**src/rtl/ssr_pkg.sv**
```systemverilog
package ssr_pkg;

  // Field widths of the channel beats.
  localparam int OP_W     = 3;
  localparam int SAMPLE_W = 12;
  localparam int POS_W    = 11;
  localparam int RANK_W   = 5;
  localparam int CNT_W    = 8;
  localparam int ST_W     = 2;
  localparam int CH_W     = 5;

  // Widest sum of an average: 255 samples of 12 bits.
  localparam int SUM_W = 20;

  // Operation codes.
  localparam logic [OP_W-1:0] OP_PUSH   = 3'd0;
  localparam logic [OP_W-1:0] OP_COUNT  = 3'd1;
  localparam logic [OP_W-1:0] OP_RDNEXT = 3'd2;
  localparam logic [OP_W-1:0] OP_SKIP   = 3'd3;
  localparam logic [OP_W-1:0] OP_RDPOS  = 3'd4;
  localparam logic [OP_W-1:0] OP_FIND   = 3'd5;
  localparam logic [OP_W-1:0] OP_AVG    = 3'd6;
  localparam logic [OP_W-1:0] OP_RDBACK = 3'd7;

  // Status codes.
  localparam logic [ST_W-1:0] ST_OK       = 2'd0;
  localparam logic [ST_W-1:0] ST_BAD_POS  = 2'd1;
  localparam logic [ST_W-1:0] ST_BAD_RANK = 2'd2;
  localparam logic [ST_W-1:0] ST_ZERO_CNT = 2'd3;

  typedef struct packed {
    logic [OP_W-1:0]     op;
    logic [SAMPLE_W-1:0] sample;
    logic [POS_W-1:0]    position;
    logic                from_latest;
    logic [RANK_W-1:0]   rank;
    logic [POS_W-1:0]    amount;
    logic [CNT_W-1:0]    avg_count;
  } in_t;

  typedef struct packed {
    logic [SAMPLE_W-1:0] value;
    logic [RANK_W-1:0]   out_rank;
    logic [POS_W-1:0]    out_position;
    logic [POS_W-1:0]    unread;
    logic [ST_W-1:0]     status;
  } out_t;

  // Commands from the controller to the datapath.
  typedef struct packed {
    logic clr;
    logic load;
    logic exec;
    logic post;
    logic rd;
    logic get;
    logic quot;
    logic emit;
  } cmd_t;

  // Status from the datapath to the controller.
  typedef struct packed {
    logic [OP_W-1:0] op;
    logic            err;
    logic            cnt_zero;
    logic            clr_last;
    logic            div_done;
    logic            acc_last;
    logic            out_free;
  } sts_t;

endpackage

```
**src/rtl/ssr_ctrl.sv**
```systemverilog
module ssr_ctrl import ssr_pkg::*; (
  input  logic clk,
  input  logic rst_n,
  input  logic in_valid,
  output logic in_stall,
  input  sts_t sts,
  output cmd_t cmd
);

  typedef enum logic [9:0] {
    S_CLEAR = 10'b0000000001,
    S_IDLE  = 10'b0000000010,
    S_EXEC  = 10'b0000000100,
    S_MODW  = 10'b0000001000,
    S_POST  = 10'b0000010000,
    S_READ  = 10'b0000100000,
    S_GET   = 10'b0001000000,
    S_AVGW  = 10'b0010000000,
    S_FIN   = 10'b0100000000,
    S_SPARE = 10'b1000000000
  } state_t;

  state_t state_r, state_nxt;

  // Next state and command decode.
  always_comb begin
    state_nxt = state_r;
    cmd       = '0;
    unique case (state_r)
      S_CLEAR: begin
        cmd.clr = 1'b1;
        if (sts.clr_last) state_nxt = S_IDLE;
      end
      S_IDLE: begin
        if (in_valid) begin
          cmd.load  = 1'b1;
          state_nxt = S_EXEC;
        end
      end
      S_EXEC: begin
        cmd.exec = 1'b1;
        priority if (sts.op == OP_PUSH) state_nxt = S_IDLE;
        else if (sts.op == OP_COUNT || sts.err) state_nxt = S_FIN;
        else state_nxt = S_MODW;
      end
      S_MODW: begin
        if (sts.div_done) state_nxt = S_POST;
      end
      S_POST: begin
        cmd.post = 1'b1;
        priority if (sts.op == OP_SKIP || sts.op == OP_FIND) state_nxt = S_FIN;
        else if (sts.op == OP_AVG && sts.cnt_zero) state_nxt = S_FIN;
        else state_nxt = S_READ;
      end
      S_READ: begin
        cmd.rd    = 1'b1;
        state_nxt = S_GET;
      end
      S_GET: begin
        cmd.get = 1'b1;
        priority if (sts.op != OP_AVG) state_nxt = S_FIN;
        else if (sts.acc_last) state_nxt = S_AVGW;
        else state_nxt = S_READ;
      end
      S_AVGW: begin
        if (sts.div_done) begin
          cmd.quot  = 1'b1;
          state_nxt = S_FIN;
        end
      end
      S_FIN: begin
        if (sts.out_free) begin
          cmd.emit  = 1'b1;
          state_nxt = S_IDLE;
        end
      end
      default: state_nxt = S_IDLE;
    endcase
  end

  always_ff @(posedge clk) begin
    if (!rst_n) state_r <= S_CLEAR;
    else        state_r <= state_nxt;
  end

  assign in_stall = (state_r != S_IDLE);

endmodule

```
**config.mk**
```make
export PLATFORM = sky130hd
export DESIGN_NAME = ssr_ctrl
export DESIGN_NICKNAME = d
export VERILOG_FILES = /design/src/rtl/ssr_pkg.sv /design/src/rtl/ssr_ctrl.sv
export SDC_FILE = /design/constraint.sdc
export NUM_CORES = 1
export LEC_CHECK = 0
export BUFFER_PORTS_ARGS = -buffer_cell sky130_fd_sc_hd__buf_2
export CAP_MARGIN = 30
export CORE_MARGIN = 2
export CORE_UTILIZATION = 53
export DETAILED_ROUTE_END_ITERATION = 16
export PLACE_DENSITY = 0.82
export SLEW_MARGIN = 20
export SYNTH_ARGS = -nofsm -noshare
export SYNTH_HDL_FRONTEND = slang
export SYNTH_SLANG_ARGS = --single-unit
```
**constraint.sdc**
```tcl
create_clock -name clk -period 4.3 [get_ports clk]
set_clock_uncertainty 0.1 [all_clocks]
set_input_delay 0.43 -clock clk [delete_from_list [all_inputs] [get_ports clk]]
set_output_delay 0.43 -clock clk [all_outputs]
set_load 0.05 [all_outputs]
```
After elaboration in Yosys (flattened, before gate mapping)
Cells that the tools add are included.
- RAM bits: 0
- input bits: 12
- register bits: 10
- output and inout bits: 9
- word-level logic and storage cells: 49
- memories: 0
- bits in latches: 0
- bits in read-only memories: 0
- reductions and logical operators: 5
- $lt $le $gt $ge: 0
- divide/modulo/power cells: 0
- multiplexer cells: 23
- equality and inequality tests: 20
- add/sub/neg operators: 0
- bitwise operators: 0
- shift operators: 0
- multipliers: 0
- operator list (operator ; count):
    $pmux 10 s9 ; 1
    $mux 10 ; 8
    $mux 9 ; 2
    $mux 1 ; 11
    $eq 10x1->1 const B ; 1
    $eq 10x2->1 const B ; 1
    $eq 10x3->1 const B ; 1
    $eq 10x4->1 const B ; 1
    $eq 10x5->1 const B ; 1
    $eq 10x6->1 const B ; 1
    $eq 10x7->1 const B ; 1
    $eq 10x8->1 const B ; 1
    $eq 10x9->1 const B ; 1
    $ne 10x2->1 const B ; 1
    $ne 2x2->1 const B ; 5
    $mux 8 ; 1
    $eq 3x3->1 const B ; 2
    $reduce_and 5->1 ; 1
    $eq 3x1->1 const B ; 1
    $eq 3x2->1 const B ; 1
    $logic_not 3->1 ; 1
    $ne 3x3->1 const B ; 1
    $logic_or 1x1->1 ; 2
    $logic_and 1x1->1 ; 1

Depth between registers and ports, before layout
- word-level depth: 5
- mapped depth: 6
- mapped depth without buffers: 5

Worst setup path after synthesis
OpenSTA, ideal clock, no wires.
- path type: register -> register
- start: register state_r[2]
- end: register state_r[6]
- data required time: 4133 ps
- stages on the path, launching flop included: 6
- library setup time: 67 ps
- data arrival time: 3140 ps
- path slack: 994 ps
- period minus slack after synthesis: 3306 ps
- buffers on the path: 1
- cell sequence: dfxtp_1 buf_4 or4_4 or2_1 nor4_1 and3_2
- word-level cells in the longest chain between the ends: 3
- elaborated cells between the ends (all ways): 16
- those cells by class: eq/ne (14); mux (1); reduce/logical (1)
- ends and longest elaborated chain (what ; line ; source):
    start, declared ; ssr_ctrl.sv:23 ; state_t state_r, state_nxt;
    start signal, assigned ; ssr_ctrl.sv:83 ; else state_r <= state_nxt;
    $eq 10x1->1, or another cell as far along ; ssr_ctrl.sv:29 ; unique case (state_r)
    $ne 2x2->1 (no line) ; -- ;
    $reduce_and 5->1 (no line) ; -- ;
Parallel ways exist; a longest one is shown, timed or not.
A chain may end at the register's enable or synchronous reset.

==> impl_metrics.csv <==
group,metric,value,unit
clock_network,clkLatencyLatePin,0.27,ns
outcome,outcome,"completed",
clock_network,post_cts_hold_buffer_count,0,
routing,first_iter_violations,14,
timing,setup_violations,0,
synth,async_s_r_ff_share_synth,0,%
timing,slew_headroom,71.19,%
timing,holdWs,0.3630,ns
worst_setup_path,r2r_start,"state_r[5]",
routing,post_drt_wl_per_cell,13.50,um
synth,synth_top_cell_by_area,"dfxtp_1",
synth,synth_top_cells_by_count,"9 x dfxtp_1, 8 x nand2_1, 8 x nor2_1",
routing,post-route-drc-count,0,
finish,antenna_fix_cells,0,
worst_setup_path,regToRegEndpoint,"state_r[7]",
worst_setup_path,path_max_fanout,10,
clock_network,cts_tree,"built",
timing,fin_tns_setup,0,ns
routing,vias,758,
clock_network,clock_path_buffers,2,
timing,max_slew.worst_pin.slew,0.4281,ns
grt,number_of_global_route_vias_before_repair,563,
floorplanning,die_width,40.33,um
synth,yosys.cell_types.count,43,
grt,global_route.overflow_total,0,
synth,synth_area_leaders,"dfxtp_1 26%, nor4_1 5.4%, or4_4 4.8%",
worst_setup_path,worstPathCellList,"or4_4 -> or4_4 -> nor3b_1 -> buf_2",
routing,detail-route-antenna-nets,0,
synth,synth-main-ff-cell,"dfxtp_1",
timing,setup_repair_after_global_routing_missed_its_margin,"false",
min_path,worstHoldPathCells,2,
synth,count_of_mapped_cells_out_of_synthesis,89,
job,drv.max_cap_violation_count,0,
power_and_ir_drop,p_leak,0.3385,nW
worst_setup_path,worstPathRequired,3.77,ns
grt,grt_first_pass_wirelength,2484,um
worst_setup_path,worstPathArrival,2.22,ns
synth,synth_seq_area_share,25.76,%
worst_setup_path,reg2reg_depth,5,
floorplanning,floorplan.initialDensity,55.13,%
routing,routed_wl,1674,um
clock_network,post_cts_sizing,0,
floorplanning,chipHeight,40.33,um
grt,grt_max_degree,12,
synth,synthMostInstantiatedCell,"dfxtp_1",
placement,placement.io_buffers,20,
finish,final_area,817.0,um^2
power_and_ir_drop,ir_worst_vdd,0.0001391,V
grt,globalRouteTotalUtil,23.80,%
worst_setup_path,crit_path_end_kind,"output port",
min_path,min-delay-start,"rst_n",
worst_setup_path,critical_path_startpoint_category,"register",
timing,final_hold_viol_count,0,
floorplanning,die_area,1626,um^2
finish,area_growth,16.82,%
synth,yosys_warnings,0,
timing,final_critical_path_time_including_i_o_delays_and_setup,2.753,ns
worst_setup_path,crit_path_frequent_cell,"or4_4",
routing,first_pass_iters,4,
placement,placed_cell_area,790.8,um^2
floorplanning,io_pins,21,
placement,post-dp-hpwl,1306,um
timing,timing.final.max_slew_violations,0,
clock_network,buffer_cell_driving_the_clock_tree_root,"clkbuf_4",
clock_network,post-cts-setup-buffer-count,0,
synth,synth_largest_type_area_fraction,25.76,%
clock_network,cts_inserted_buffers,3,
synth,synth_enable_flop_cells,0,
finish,largest_registers,"state_r: 9 flops",
worst_setup_path,cp_top_family,"simple AND/OR/NAND/NOR gates",
placement,gpl.final_weighted_congestion,0.8611,
routing,viasPerCell,6.113,
synth,synth_area,699.4,um^2
finish,fillerInstances,119,
clock_network,cts.sinks,9,
worst_setup_path,r2r_slack,2.13,ns
min_path,timing.hold.worst.class,"input pin to register",
timing,period_share,64.02,%
floorplanning,rows,13,
clock_network,depth_of_the_cts_h_tree,1,
worst_setup_path,critical_path.max_stage_delay,0.58,ns
timing,fmaxAchievable,0.3633,GHz
clock_network,clk_transition_reported_paths,0.07,ns
worst_setup_path,worst_path_slowest_cell,"or4_4",
finish,final_nets,122,
synth,syn-num-nets,101,
worst_setup_path,crit_type,"register to output port",
synth,synth_seq_cells,9,
finish,flip_flop_count_of_the_largest_register_after_layout,9,
floorplanning,core_area,1269,um^2
finish,share_of_layout_cells_above_drive_strength_1,31.19,%
power_and_ir_drop,power-per-cell-area,267.3,nW/um^2
worst_setup_path,critical_path.n_buffers_inverters,1,
synth,avgSynthCellArea,7.859,um^2
grt,antenna_found_initial,0,
min_path,hold_end,"state_r[2]",
finish,top_register,"state_r",
[where the power goes]
| group | internal, mW | switching [mW] |
|---|---|---|
| Clock | 0.0359 | 0.0326 |
| Sequential | 0.0866 | 0.00702 |
| Combinational | 0.0227 | 0.0335 |
| Total | 0.145 | 0.0731 |
[per-stage QoR]
step	worst slack [ns]	std cells	util [%]	total power [mW]
2_1_floorplan	0.9936	89	-	0.1344
3_3_place_gp	1.957	120	62.33	0.1498
3_5_place_dp	1.868	120	62.33	0.1510
4_1_cts	1.568	124	64.40	0.2174
5_1_grt	1.479	124	64.40	0.2288
6_report	1.547	124	64.40	0.2184
[cell type report]
type | count | area (um^2) | area share (%)
timing repair buffer | 20 | 100.1 | 12.25
clock buffer | 4 | 26.28 | 3.216
tap | 15 | 18.77 | 2.297
sequential | 9 | 180.2 | 22.05
multi-input combinational | 74 | 484.2 | 59.26
inverter | 2 | 7.507 | 0.9188
[how the worst max path moves through the flow]
stage,start,end,cells after the start
detailed placement,state_r[5],cmd[7],4
global route,state_r[5],cmd[6],5
finish,state_r[5],cmd[7],4
floorplan,state_r[2],state_r[6],5
CTS,state_r[5],cmd[7],4
global placement,state_r[5],cmd[7],4
[logic make-up after synthesis]
group,Yosys count,share of synthesized area [%]
buffers and inverters,6,5.008
AO/OA/AOI/OAI,19,19.68
flip-flops,9,25.76
multiplexers,1,1.610
XOR/XNOR,1,1.252
AND/OR/NAND/NOR,53,46.69
[cell usage in the layout (no fill, tap or decap), types with 2 or more instances in the layout]
cell	instances
nor2b_1	2
and3_1	2
nand2_1	8
nand3b_1	3
dfxtp_1	9
and2_1	2
inv_1	2
nor4_1	6
nor3_1	4
nor2_1	8
or4_4	3
clkbuf_4	3
buf_2	20
and2b_2	2
nand3_1	2
o21ai_0	3
a22oi_1	2
a21oi_1	4
[routing by layer]
metal	global-route usage, %	vias to the layer above	part of all wire, %
li1	-	384	-
met1	34.23	346	49
met2	31.35	21	44
met3	3.889	7	3.7
met4	16.67	0	2.7
met5	0	-	0
Note: power is estimated with default switching activity, not from simulation.
